## config.mk

```make
export PLATFORM = sky130hd
export DESIGN_NAME = serial_bus_address_enumerator_core
export DESIGN_NICKNAME = d
export VERILOG_FILES = /design/src/sv/sbae_pkg.sv /design/src/sv/serial_bus_address_enumerator_core.sv
export SDC_FILE = /design/constraint.sdc
export NUM_CORES = 1
export LEC_CHECK = 0
export BUFFER_PORTS_ARGS = -buffer_cell sky130_fd_sc_hd__buf_2
export CAP_MARGIN = 30
export CORE_UTILIZATION = 50
export DETAILED_ROUTE_END_ITERATION = 16
export GPL_ROUTABILITY_DRIVEN = 0
export PLACE_DENSITY = 0.66
export SKIP_CTS_REPAIR_TIMING = 1
export SLEW_MARGIN = 20
export SYNTH_ARGS = -nofsm -noshare
export SYNTH_HDL_FRONTEND = slang
export SYNTH_SLANG_ARGS = --single-unit
```

## constraint.sdc

```tcl
create_clock -name i_clk -period 9.8 [get_ports i_clk]
set_input_delay 1.47 -clock i_clk [delete_from_list [all_inputs] [get_ports i_clk]]
set_output_delay 1.47 -clock i_clk [all_outputs]
set_load 0.01 [all_outputs]
```

## src/sv/sbae_pkg.sv

```systemverilog
package sbae_pkg;

    // Default number of bus addresses; address 0 is never probed.
    localparam int NUM_ADDRESSES_DEF = 16;

    // Item operations.
    localparam logic OP_START = 1'b0;
    localparam logic OP_REPLY = 1'b1;

    // Result kinds.
    localparam logic [1:0] KIND_RESET   = 2'd0;
    localparam logic [1:0] KIND_COMMAND = 2'd1;
    localparam logic [1:0] KIND_REPORT  = 2'd2;
    localparam logic [1:0] KIND_DONE    = 2'd3;

    // Bus command encoding.
    localparam logic [3:0] CMD_TALK_R3    = 4'hF;
    localparam logic [3:0] CMD_LISTEN_R3  = 4'hB;
    localparam logic [7:0] LISTEN_ADDR_OR = 8'h60;
    localparam logic [7:0] LISTEN_HANDLER = 8'hFE;
    localparam logic [1:0] LEN_TALK       = 2'd1;
    localparam logic [1:0] LEN_LISTEN     = 2'd3;

    typedef struct packed {
        logic       operation;
        logic [3:0] reply_length;
        logic [7:0] handler_byte;
    } t_item;

    typedef struct packed {
        logic [1:0]  kind;
        logic [1:0]  command_length;
        logic [7:0]  command_byte0;
        logic [7:0]  command_byte1;
        logic [7:0]  command_byte2;
        logic        expect_reply;
        logic [3:0]  device_address;
        logic [3:0]  original_address_out;
        logic [7:0]  handler_id_out;
        logic [15:0] device_mask;
        logic        last;
    } t_result;

    function automatic t_result f_bus_reset(input logic last);
        t_result r;
        r      = '0;
        r.kind = KIND_RESET;
        r.last = last;
        return r;
    endfunction

    function automatic t_result f_talk(input logic [3:0] addr, input logic last);
        t_result r;
        r                = '0;
        r.kind           = KIND_COMMAND;
        r.command_length = LEN_TALK;
        r.command_byte0  = {addr, CMD_TALK_R3};
        r.expect_reply   = 1'b1;
        r.last           = last;
        return r;
    endfunction

    function automatic t_result f_listen(input logic [3:0] addr, input logic [3:0] to_addr,
                                         input logic last);
        t_result r;
        r                = '0;
        r.kind           = KIND_COMMAND;
        r.command_length = LEN_LISTEN;
        r.command_byte0  = {addr, CMD_LISTEN_R3};
        r.command_byte1  = {4'h0, to_addr} | LISTEN_ADDR_OR;
        r.command_byte2  = LISTEN_HANDLER;
        r.last           = last;
        return r;
    endfunction

    function automatic t_result f_report(input logic [3:0] addr, input logic [3:0] orig,
                                         input logic [7:0] hid, input logic last);
        t_result r;
        r                      = '0;
        r.kind                 = KIND_REPORT;
        r.device_address       = addr;
        r.original_address_out = orig;
        r.handler_id_out       = hid;
        r.last                 = last;
        return r;
    endfunction

    function automatic t_result f_scan_done(input logic [15:0] mask, input logic last);
        t_result r;
        r             = '0;
        r.kind        = KIND_DONE;
        r.device_mask = mask;
        r.last        = last;
        return r;
    endfunction

endpackage

```

## src/sv/serial_bus_address_enumerator_core.sv

```systemverilog
// Channel   Direction  Handshake                        Payload
// item      in         i_item_valid / o_item_ready      i_item   (t_item)
// result    out        o_result_valid / i_result_ready  o_result (t_result)
//
// An item is taken when valid and ready are both high; every result then sits in the output register
// until its transfer completes, and the block takes no new item meanwhile.
// Searching the address table visits one address at a time, both for an occupied address and for
// the free address; the single read port of the address table sets this.
// Reset is synchronous and active low; it clears the table and the sequencer.
// A stalled result simply holds the block in its emit state.

module serial_bus_address_enumerator_core
    import sbae_pkg::*;
#(
    parameter int NUM_ADDRESSES = NUM_ADDRESSES_DEF
) (
    input  logic    i_clk,
    input  logic    i_rst_n,
    input  logic    i_item_valid,
    output logic    o_item_ready,
    input  t_item   i_item,
    output logic    o_result_valid,
    input  logic    i_result_ready,
    output t_result o_result
);

    // Width of a table index, and of a search pointer that can also hold the table depth.
    localparam int AW = $clog2(NUM_ADDRESSES);
    localparam logic [AW:0] PTR_END = (AW + 1)'(NUM_ADDRESSES);
    localparam logic [AW:0] PTR_FIRST = (AW + 1)'(1);

    // Sequencer states: waiting for an item, presenting a result, walking the table for
    // the next occupied address, and walking down for the next free address.
    typedef enum logic [3:0] {
        SQ_IDLE = 4'b0001,
        SQ_EMIT = 4'b0010,
        SQ_SCAN = 4'b0100,
        SQ_FREE = 4'b1000
    } t_seq;

    // Scan phase: what the next reply item means.
    typedef enum logic [4:0] {
        PH_IDLE    = 5'b00001,
        PH_PROBE   = 5'b00010,
        PH_COLLIDE = 5'b00100,
        PH_TEST    = 5'b01000,
        PH_HANDLER = 5'b10000
    } t_phase;

    // What follows once the presented result has been transferred.
    typedef enum logic [1:0] {
        CONT_DONE = 2'd0,
        CONT_TALK = 2'd1,
        CONT_SCAN = 2'd2
    } t_cont;

    t_seq            r_seq, n_seq;
    t_phase          r_phase, n_phase;
    t_cont           r_cont, n_cont;
    logic [3:0]      r_origin [NUM_ADDRESSES];
    logic [AW-1:0]   r_cur, n_cur;
    logic [AW-1:0]   r_hf, n_hf;
    logic            r_moved, n_moved;
    logic [15:0]     r_mask, n_mask;
    logic [AW:0]     r_ptr, n_ptr;
    logic            r_scan_handler, n_scan_handler;
    t_result         r_out, n_out;

    // Table access: one read address and one write address per cycle, plus a clear on start.
    logic            tbl_clear;
    logic            tbl_wr_en;
    logic [AW-1:0]   tbl_wr_addr;
    logic [3:0]      tbl_wr_data;
    logic [AW-1:0]   tbl_rd_addr;
    logic [3:0]      tbl_rd_data;

    logic            accept;
    logic            answered;
    logic [AW:0]     cur_next;
    logic [AW-1:0]   probe_hf;

    assign o_item_ready   = (r_seq == SQ_IDLE);
    assign o_result_valid = (r_seq == SQ_EMIT);
    assign o_result       = r_out;

    assign accept   = i_item_valid && o_item_ready;
    // A reply of more than one byte means a device answered.
    assign answered = (i_item.reply_length > 4'd1);
    assign cur_next = {1'b0, r_cur} + PTR_FIRST;
    // During probing, the highest silent address becomes the free address.
    assign probe_hf = (!answered && (r_cur > r_hf)) ? r_cur : r_hf;

    always_comb begin
        unique case (r_seq)
            SQ_SCAN: tbl_rd_addr = r_ptr[AW-1:0];
            SQ_FREE: tbl_rd_addr = r_hf;
            default: tbl_rd_addr = r_cur;
        endcase
    end

    assign tbl_rd_data = r_origin[tbl_rd_addr];

    always_comb begin
        n_seq          = r_seq;
        n_phase        = r_phase;
        n_cont         = r_cont;
        n_cur          = r_cur;
        n_hf           = r_hf;
        n_moved        = r_moved;
        n_mask         = r_mask;
        n_ptr          = r_ptr;
        n_scan_handler = r_scan_handler;
        n_out          = r_out;
        tbl_clear      = 1'b0;
        tbl_wr_en      = 1'b0;
        tbl_wr_addr    = r_cur;
        tbl_wr_data    = 4'(r_cur);

        unique case (r_seq)
            SQ_IDLE: begin
                if (accept) begin
                    if (i_item.operation == OP_START) begin
                        // A start abandons any scan in progress and begins afresh.
                        tbl_clear = 1'b1;
                        n_hf      = '0;
                        n_moved   = 1'b0;
                        n_mask    = '0;
                        n_cur     = AW'(1);
                        n_phase   = PH_PROBE;
                        n_out     = f_bus_reset(1'b0);
                        n_cont    = CONT_TALK;
                        n_seq     = SQ_EMIT;
                    end else begin
                        unique case (r_phase)
                            PH_PROBE: begin
                                if (answered) begin
                                    tbl_wr_en = 1'b1;
                                end
                                n_hf = probe_hf;
                                if (cur_next < PTR_END) begin
                                    n_cur  = cur_next[AW-1:0];
                                    n_out  = f_talk(4'(cur_next[AW-1:0]), 1'b1);
                                    n_cont = CONT_DONE;
                                    n_seq  = SQ_EMIT;
                                end else begin
                                    // Resolution only runs if a free address exists.
                                    n_moved        = 1'b0;
                                    n_scan_handler = (probe_hf == '0);
                                    n_ptr          = PTR_FIRST;
                                    n_seq          = SQ_SCAN;
                                end
                            end
                            PH_COLLIDE: begin
                                // The reply to the collision talk carries nothing of use.
                                n_out   = f_listen(4'(r_cur), 4'(r_hf), 1'b0);
                                n_cont  = CONT_TALK;
                                n_phase = PH_TEST;
                                n_seq   = SQ_EMIT;
                            end
                            PH_TEST: begin
                                if (answered) begin
                                    // A device is still at the old address, so the moved
                                    // one stays at the free address.
                                    tbl_wr_en   = 1'b1;
                                    tbl_wr_addr = r_hf;
                                    tbl_wr_data = tbl_rd_data;
                                    n_seq       = SQ_FREE;
                                end else begin
                                    // Nobody left behind: move the device back.
                                    n_out          = f_listen(4'(r_hf), 4'(r_cur), 1'b0);
                                    n_cont         = CONT_SCAN;
                                    n_ptr          = cur_next;
                                    n_scan_handler = 1'b0;
                                    n_seq          = SQ_EMIT;
                                end
                            end
                            PH_HANDLER: begin
                                n_mask         = r_mask | (16'(1) << r_cur);
                                n_out          = f_report(4'(r_cur), tbl_rd_data,
                                                          i_item.handler_byte, 1'b0);
                                n_cont         = CONT_SCAN;
                                n_ptr          = cur_next;
                                n_scan_handler = 1'b1;
                                n_seq          = SQ_EMIT;
                            end
                            default: begin
                                // A reply with no scan in progress is dropped.
                            end
                        endcase
                    end
                end
            end
            SQ_EMIT: begin
                if (i_result_ready) begin
                    unique case (r_cont)
                        CONT_TALK: begin
                            n_out  = f_talk(4'(r_cur), 1'b1);
                            n_cont = CONT_DONE;
                        end
                        CONT_SCAN: begin
                            n_seq = SQ_SCAN;
                        end
                        default: begin
                            n_seq = SQ_IDLE;
                        end
                    endcase
                end
            end
            SQ_SCAN: begin
                if (r_ptr < PTR_END) begin
                    if (tbl_rd_data != 4'd0) begin
                        n_cur   = r_ptr[AW-1:0];
                        n_phase = r_scan_handler ? PH_HANDLER : PH_COLLIDE;
                        n_out   = f_talk(4'(r_ptr[AW-1:0]), 1'b1);
                        n_cont  = CONT_DONE;
                        n_seq   = SQ_EMIT;
                    end else begin
                        n_ptr = r_ptr + PTR_FIRST;
                    end
                end else if (!r_scan_handler && r_moved && (r_hf != '0)) begin
                    // The pass moved a device and space remains: run another pass.
                    n_moved = 1'b0;
                    n_ptr   = PTR_FIRST;
                end else if (!r_scan_handler) begin
                    n_scan_handler = 1'b1;
                    n_ptr          = PTR_FIRST;
                end else begin
                    n_phase = PH_IDLE;
                    n_out   = f_scan_done(r_mask, 1'b1);
                    n_cont  = CONT_DONE;
                    n_seq   = SQ_EMIT;
                end
            end
            SQ_FREE: begin
                if (r_hf == '0) begin
                    // Free addresses are exhausted; resolution stops at once.
                    n_scan_handler = 1'b1;
                    n_ptr          = PTR_FIRST;
                    n_seq          = SQ_SCAN;
                end else if (tbl_rd_data != 4'd0) begin
                    n_hf = r_hf - AW'(1);
                end else begin
                    n_moved        = 1'b1;
                    n_scan_handler = 1'b0;
                    n_ptr          = cur_next;
                    n_seq          = SQ_SCAN;
                end
            end
            default: begin
                n_seq = SQ_IDLE;
            end
        endcase
    end

    always_ff @(posedge i_clk) begin
        if (!i_rst_n) begin
            r_seq          <= SQ_IDLE;
            r_phase        <= PH_IDLE;
            r_cont         <= CONT_DONE;
            r_cur          <= '0;
            r_hf           <= '0;
            r_moved        <= 1'b0;
            r_mask         <= '0;
            r_ptr          <= '0;
            r_scan_handler <= 1'b0;
        end else begin
            r_seq          <= n_seq;
            r_phase        <= n_phase;
            r_cont         <= n_cont;
            r_cur          <= n_cur;
            r_hf           <= n_hf;
            r_moved        <= n_moved;
            r_mask         <= n_mask;
            r_ptr          <= n_ptr;
            r_scan_handler <= n_scan_handler;
        end
    end

    // The address table holds each device's original address; zero means unoccupied.
    always_ff @(posedge i_clk) begin
        if (!i_rst_n || tbl_clear) begin
            for (int k = 0; k < NUM_ADDRESSES; k++) begin
                r_origin[k] <= 4'd0;
            end
        end else if (tbl_wr_en) begin
            r_origin[tbl_wr_addr] <= tbl_wr_data;
        end
    end

    always_ff @(posedge i_clk) begin
        r_out <= n_out;
    end

endmodule

```

==> key figures, run 1 <==
Run status
  • Status: finished clean

Route
  • Routed len/inst: 19.1 um
  • Drc violations: 0
  • Final ANT Viol Nets: 0
  • DRT iter0 DRCs: 678
  • Routed wire length: 20000 um
  • DR vias: 6292
  • Pre-Repair DR Iteration Count: 7
  • Vias per Instance: 6.02

Pwr
  • Psw: 0.960 mW
  • Power per cell area: 295 mW/mm2
  • Leakage: 3.51 nW
  • Combinational power share: 0.357
  • Sw Ratio: 0.364
  • Clk pwr share: 0.271
  • Worst VDD drop: 0.219 mV
  • Sequential share of power: 0.372
  • Cell Int Power: 1.68 mW

Clock tree
  • CTS max path bufs: 2
  • CTS tree: built
  • Clock Sinks: 152
  • CTS Root Cell: clkbuf_16
  • Reg clk slew, reported paths: 60 ps
  • Num CTS Buffers: 17
  • CTS H-tree lvls: 4
  • Skew-Pair Late Insertion Delay: 420 ps

Finish
  • Proportion of layout cells with a drive suffix above 1: 0.184
  • Final Instance Area: 0.00892 mm2
  • Final #Nets: 851
  • Antenna diode instance count: 0
  • Area Overhead vs Synth: 13.7%

Logic synthesis
  • Sequential area share after synthesis: 0.528
  • Synth Cell Area: 0.00785 mm2
  • Ys async rst share: 0
  • Post-Syn Area per Cell: 10.1 um2
  • Yosys warns: 0
  • Post-Syn Instances: 775
  • Area leader, netlist: edfxtp_1
  • Most used DFF post-synth: edfxtp_1
  • Number of synthesized flops with an enable pin: 110
  • Post-synthesis cell type count: 86
  • Seq cells post-synth: 152
  • Ranking of synthesized cells by area: edfxtp_1, dfxtp_1, nor2_1
  • Area share of the largest cell type after synthesis: 0.421

Floorplan
  • Core area: 0.0153 mm2
  • Site row count: 45
  • Die Y: 127 um
  • Initial core utilization: 0.515
  • Top Ports: 81
  • Die Wd: 127 um
  • Die ar.: 0.0162 mm2

Critical path
  • Crit end category: flop
  • Max stage delay on crit path: 750 ps
  • Worst setup SP type: flop
  • Arr. time, crit path: 5320 ps
  • Worst Path Required: 9960 ps
  • CP max FO: 39
  • Critical path class: flop to flop
  • Worst-path cell chain: nor3b_1 -> o21ai_1 -> buf_4 -> nand2_2 -> mux2_4 -> a2111oi_2 -> nand3_1 -> nand4bb_1 -> a21oi_1 -> inv_2 -> buf_12
  • Slowest cell on the critical path: dfxtp_1

Global routing
  • Total gr overflow: 0
  • First-pass GRT wire length: 31600 um
  • Antenna violations before repair: 0
  • Pin count of the biggest net entering global routing: 47
  • Gr usage total: 0.255
  • Vias in the first global route: 6018

Timing
  • Clock Skew: 6.82 ps
  • Final min period: 5160 ps
  • Max frequency: 194 MHz
  • RSZ-0062 raised after global routing: no
  • Setup violation total in the final timing report: 0
  • Measured slew at the worst slew-check pin: 908 ps
  • Fin crit share: 0.527
  • Worst rel slew slack: 0.390
  • Final Max Slew Viols: 0
  • Hold Vio Cnt, Final: 0
  • TNS Setup: 0 ps

Flow run
  • Maxcap violations: 0

Place
  • Number of port buffers: 76
  • DP HPWL: 14000 um
  • Placement-stage cell area: 0.00824 mm2

Hold path
  • HP Class: flop to flop
[synthesized netlist by cell type, types with 11 or more instances]
cell,number
nor2_1,127
edfxtp_1,110
nand2_1,72
dfxtp_1,42
a21oi_1,35
clkbuf_1,31
o21ai_0,29
nand3_1,27
mux2i_1,26
and3_1,25
a211oi_1,21
buf_4,20
and2_1,16
inv_1,15
ha_1,12
a22oi_1,11
[area by class of cell]
type                    count  area (um2)
clock buffers              21         450
repair buffers             88         488
fillers                  1271        6330
multi-input cells         546        3320
well taps                 211         264
flip-flops and latches    152        4140
clock inverters            11         195
inverters                  17        63.8
[power groups by stage]
stage | clock, mW | sequential [mW] | combinational (mW)
after floorplan | 0 | 1.02 | 0.621
after CTS | 0.719 | 0.987 | 0.904
after global routing | 0.744 | 0.997 | 1.02
final | 0.715 | 0.981 | 0.941
after detailed placement | 0 | 1.00 | 0.896
after global placement | 0 | 0.994 | 0.870
[metrics by stage]
step	power, mW	worst slack [ps]	util	hold slack (ps)	std cells
3_3_place_gp	1.86	4330	0.537	441	1005
6_report	2.64	4640	0.585	466	1046
4_1_cts	2.61	4160	0.582	473	1042
3_5_place_dp	1.90	4280	0.540	456	1010
5_1_grt	2.76	4330	0.585	489	1046
2_1_floorplan	1.64	5890	-	429	777
[placed cells by master (no fill, tap or decap), types with 6 or more instances in the layout]
master     count
nand3b_1       6
nand2_1       72
o21ai_1        7
nor2_1       127
or3_1          6
o21ai_0       29
a21oi_1       34
clkbuf_16     17
inv_1         14
buf_2         77
a22oi_1       11
a211oi_1      21
o22ai_1        9
and2_1        16
mux2i_1       23
a31oi_1        6
dfxtp_1       42
ha_1          12
edfxtp_1     110
and3_1        25
nor3_1        10
nand3_1       27
buf_4          6
[worst max-delay path: cells and delay by family, from the launching register on]
kind / cells / cell delay (ps)
multiplexers: 1 / 370
AO/OA/AOI/OAI: 3 / 1310
buffers and inverters: 3 / 650
flip-flops: 1 / 750
AND/OR/NAND/NOR: 4 / 1790
[registers in the layout, indices dropped and copies added, names as in the netlist]
signal,cells
r_ptr,5
r_origin,64
r_hf,4
r_moved,1
o_result,46
r_cont,2
r_scan_handler,1
r_phase,5
r_mask,16
r_cur,4
r_seq,4
[kinds of logic after synthesis]
| kind of cell | after synthesis | synth area share |
|---|---|---|
| AOI/OAI and AO/OA | 171 | 0.153 |
| xor gates and xnor gates | 4 | 0.00542 |
| adders and majority gates | 12 | 0.0191 |
| buffers and inverters | 79 | 0.0523 |
| DFF | 152 | 0.528 |
| muxes | 32 | 0.0422 |
| other | 1 | 0.000478 |
| and+or+nand+nor | 324 | 0.199 |
[final timing paths]
path	to	startpoint	slack (ps)	cells past startpoint
min reg2reg	r_mask[8]$_SDFFE_PN0P_	r_mask[8]$_SDFFE_PN0P_	470	2
max	o_result[27]$_DFFE_PP_	r_seq[2]$_SDFFE_PN0P_	4640	11
max reg2reg	o_result[27]$_DFFE_PP_	r_seq[2]$_SDFFE_PN0P_	4640	11
min	r_mask[8]$_SDFFE_PN0P_	r_mask[8]$_SDFFE_PN0P_	470	2
[layer usage]
layer	global-route usage	wire [um]	vias up
met3	0.0616	1860	49
met4	0.119	525	0
li1	-	-	2921
met1	0.335	8480	2964
met5	0	0	-
met2	0.399	9100	358
Note: power is estimated with default switching activity, not from simulation.
==> inputs of run 2 (changes only) <==
--- a/config.mk
+++ b/config.mk
@@ -5,12 +5,13 @@
 export SDC_FILE = /design/constraint.sdc
 export NUM_CORES = 1
 export LEC_CHECK = 0
+export ABC_AREA = 1
 export BUFFER_PORTS_ARGS = -buffer_cell sky130_fd_sc_hd__buf_2
 export CAP_MARGIN = 30
 export CORE_UTILIZATION = 50
 export DETAILED_ROUTE_END_ITERATION = 16
 export GPL_ROUTABILITY_DRIVEN = 0
-export PLACE_DENSITY = 0.66
+export PLACE_DENSITY = 0.69
 export SKIP_CTS_REPAIR_TIMING = 1
 export SLEW_MARGIN = 20
 export SYNTH_ARGS = -nofsm -noshare
==> constraint.sdc (replaced) <==
create_clock -name i_clk -period 4.1 [get_ports i_clk]
set_input_delay 0.615 -clock i_clk [delete_from_list [all_inputs] [get_ports i_clk]]
set_output_delay 0.615 -clock i_clk [all_outputs]
set_load 0.01 [all_outputs]
==> key figures, run 2 <==
Run status
  • Status: finished clean

Clock tree
  • Reg clk slew, reported paths: 70 ps (about the same)
  • CTS max path bufs: 2 (unchanged)
  • Num CTS Buffers: 17 (unchanged)
  • CTS Root Cell: clkbuf_16
  • Skew-Pair Late Insertion Delay: 440 ps (+20 ps)
  • CTS H-tree lvls: 4 (unchanged)
  • Clock Sinks: 152 (unchanged)
  • CTS tree: built

Global routing
  • First-pass GRT wire length: 30000 um (-5.1%)
  • Gr usage total: 0.242 (-0.0131)
  • Vias in the first global route: 5952 (-1.1%)
  • Pin count of the biggest net entering global routing: 47 (unchanged)
  • Total gr overflow: 0 (unchanged)
  • Antenna violations before repair: 0 (unchanged)

Place
  • DP HPWL: 13200 um (-5.5%)
  • Pre-CTS WS: 461 ps (-3820 ps)
  • Number of port buffers: 76 (unchanged)
  • Placement-stage cell area: 0.00843 mm2 (+2.4%)
  • # placed instances: 1208 (+20%)

Logic synthesis
  • Synth Cell Area: 0.00794 mm2 (+1.1%)
  • Sequential area share after synthesis: 0.522 (-0.00582)
  • Seq cells post-synth: 152 (unchanged)
  • Yosys warns: 0 (unchanged)
  • Post-Syn Instances: 947 (+22%)
  • Post-Syn Area per Cell: 8.38 um2 (-17%)
  • Area leader, netlist: edfxtp_1
  • Number of synthesized flops with an enable pin: 110 (unchanged)
  • Top cells by count, synth: nor2_1, nand2_1, inv_1, edfxtp_1, nand3_1
  • Most used DFF post-synth: edfxtp_1
  • Ranking of synthesized cells by area: edfxtp_1, dfxtp_1, nor2_1
  • Ys async rst share: 0 (unchanged)
  • Top-count cell post-synth: nor2_1
  • Post-synthesis cell type count: 49 (-43%)
  • Area share of the largest cell type after synthesis: 0.416 (-0.00464)

Finish
  • Final #Nets: 1045 (+23%)
  • Area Overhead vs Synth: 13.5%
  • Fillers: 1382 (+8.7%)
  • Most common cell after layout, fill and taps aside: nor2_1
  • Reg with most FFs: r_origin
  • Final Instance Area: 0.00901 mm2 (+0.95%)
  • Non-filler cells, final: 1240 (+19%)
  • FF/Latch Area: 0.00414 mm2 (unchanged)
  • Proportion of layout cells with a drive suffix above 1: 0.159 (-0.0251)
  • Multi-input logic area: 0.00302 mm2 (-8.9%)
  • Commonest non-fill, non-tap cells in the layout: nor2_1, nand2_1, inv_1, edfxtp_1, nand3_1
  • Antenna diode instance count: 0 (unchanged)
  • Number of flip-flops in the largest register: 64 (unchanged)

Route
  • Final ANT Viol Nets: 0 (unchanged)
  • Vias per Instance: 5.34 (-11%)
  • Pre-Repair DR Iteration Count: 5 (-2)
  • DR vias: 6621 (+5.2%)
  • DRT iter0 DRCs: 787 (+16%)
  • Routed wire length: 18800 um (-5.7%)
  • Routed len/inst: 15.2 um (-20%)
  • Drc violations: 0 (unchanged)

Timing
  • Worst rel slew slack: 0.381 (-0.00919)
  • TNS Setup: 0 ps (unchanged)
  • Setup violation total in the final timing report: 0 (unchanged)
  • Final worst setup slack: 426 ps (-4210 ps)
  • Hold Vio Cnt, Final: 0 (unchanged)
  • Clock Skew: 11.6 ps (+4.77 ps)
  • Fin crit share: 0.896 (+0.370)
  • Final min period: 3670 ps (-1490 ps)
  • Max frequency: 272 MHz (+40%)
  • Final Max Slew Viols: 0 (unchanged)
  • RSZ-0062 raised after global routing: no
  • Measured slew at the worst slew-check pin: 928 ps (+20.2 ps)

Critical path
  • CP max FO: 46 (+18%)
  • Max stage delay on crit path: 710 ps (-40 ps)
  • Crit end category: flop
  • R2R Setup Slk: 430 ps (-4210 ps)
  • Slowest cell on the critical path: inv_2
  • Reg2reg start: r_seq[2]$_SDFFE_PN0P_
  • Arr. time, crit path: 3730 ps (-1590 ps)
  • Worst Path Required: 4160 ps (-5800 ps)
  • CP most frequent cell: nand2_1
  • Reg2Reg Depth: 16 (+5)
  • Worst setup SP type: flop
  • RR Endpoint: o_result[19]$_DFFE_PP_
  • Critical path class: flop to flop
  • Worst-path cell chain: inv_2 -> nor2_2 -> nand2_2 -> nand2_2 -> nand2_2 -> nand2_4 -> nand2_1 -> nand2_1 -> nand2_1 -> nand3_1 -> nand3_1 -> nand2_1 -> nor2_2 -> nand3_1 -> nand2_1 -> inv_2

Flow run
  • Maxcap violations: 0 (unchanged)

Hold path
  • Hold path endpoint: r_mask[6]$_SDFFE_PN0P_
  • WHS Path Cells: 2 (unchanged)
  • Worst hold start: r_mask[6]$_SDFFE_PN0P_
  • HP Class: flop to flop

Pwr
  • Leakage: 3.84 nW (+9.2%)
  • Worst VDD drop: 0.484 mV (+120%)
  • Pwr Total: 6.97 mW (+160%)
  • Power per cell area: 773 mW/mm2 (+160%)

Floorplan
  • Core area: 0.0154 mm2 (+0.74%)
  • Die ar.: 0.0164 mm2 (+1.1%)
  • Top Ports: 81 (unchanged)
  • Initial core utilization: 0.516 (+0.00193)
  • Site row count: 45 (unchanged)
  • Die Wd: 128 um (+0.55%)
  • Die Y: 128 um (+0.55%)
[run 2: cell count changes after synthesis, moves of 9 or more]
cell      before  now
a211oi_1      21    3
and2_1        16    0
and3_1        25    1
clkbuf_1      31   10
inv_1         15  124
mux2i_1       26    0
nand2_1       72  167
nand2_2        1   10
nand3_1       27   85
nand3b_1       6   19
nor2_1       127  173
[run 2: critical path, delay by kind of cell, from the launching register on]
| kind | cells | cell delay [ps] |
|---|---|---|
| and+or+nand+nor | 14 | 2120 |
| buffers and inverters | 2 | 760 |
| DFF | 1 | 380 |
[run 2: cell type report]
| class | count | share of cell area |
|---|---|---|
| Sequential cell | 152 | 0.460 |
| Multi-Input combinational cell | 618 | 0.336 |
| Inverter | 136 | 0.0567 |
| Timing Repair Buffer | 91 | 0.0547 |
| Clock buffer | 18 | 0.0500 |
| Tap cell | 211 | 0.0293 |
| Clock inverter | 14 | 0.0139 |
[run 2: routing by layer]
| layer | routed length [um] | GRT usage | vias up |
|---|---|---|---|
| li1 | - | - | 3233 |
| met1 | 8630 | 0.345 | 3012 |
| met4 | 593 | 0.113 | 0 |
| met3 | 1520 | 0.0505 | 48 |
| met2 | 8090 | 0.353 | 328 |
| met5 | 0 | 0 | - |
[run 2: how the worst max path moves through the flow]
stage / from / end / cells past startpoint
floorplan: r_seq[0]$_SDFFE_PN1P_ / o_result[0]$_DFFE_PP_ / 14
global placement: r_seq[2]$_SDFFE_PN0P_ / o_result[17]$_DFFE_PP_ / 16
detailed placement: r_seq[2]$_SDFFE_PN0P_ / o_result[17]$_DFFE_PP_ / 16
CTS: r_seq[2]$_SDFFE_PN0P_ / o_result[16]$_DFFE_PP_ / 16
global route: r_seq[2]$_SDFFE_PN0P_ / o_result[26]$_DFFE_PP_ / 16
finish: r_seq[2]$_SDFFE_PN0P_ / o_result[19]$_DFFE_PP_ / 16
[run 2: logic make-up after synthesis]
group	after synthesis	share of synthesized area
AOI/OAI and AO/OA	114	0.0867
other	1	0.000472
xor gates and xnor gates	2	0.00221
buffers and inverters	179	0.0982
adders and majority gates	12	0.0189
DFF	152	0.522
and+or+nand+nor	487	0.272
[run 2: where the power goes]
group          leakage [nW]  total, mW  switching (mW)  internal [mW]
registers              1.46       2.39           0.211           2.18
logic                  2.09       3.05            2.10          0.953
clock network         0.281       1.53           0.692          0.834
[run 2: metrics by stage]
stage,utilization,hold WS (ps)
global route,0.586,469
finish,0.586,461
CTS,0.586,461
floorplan,-,432
global placement,0.549,445
detailed placement,0.549,450
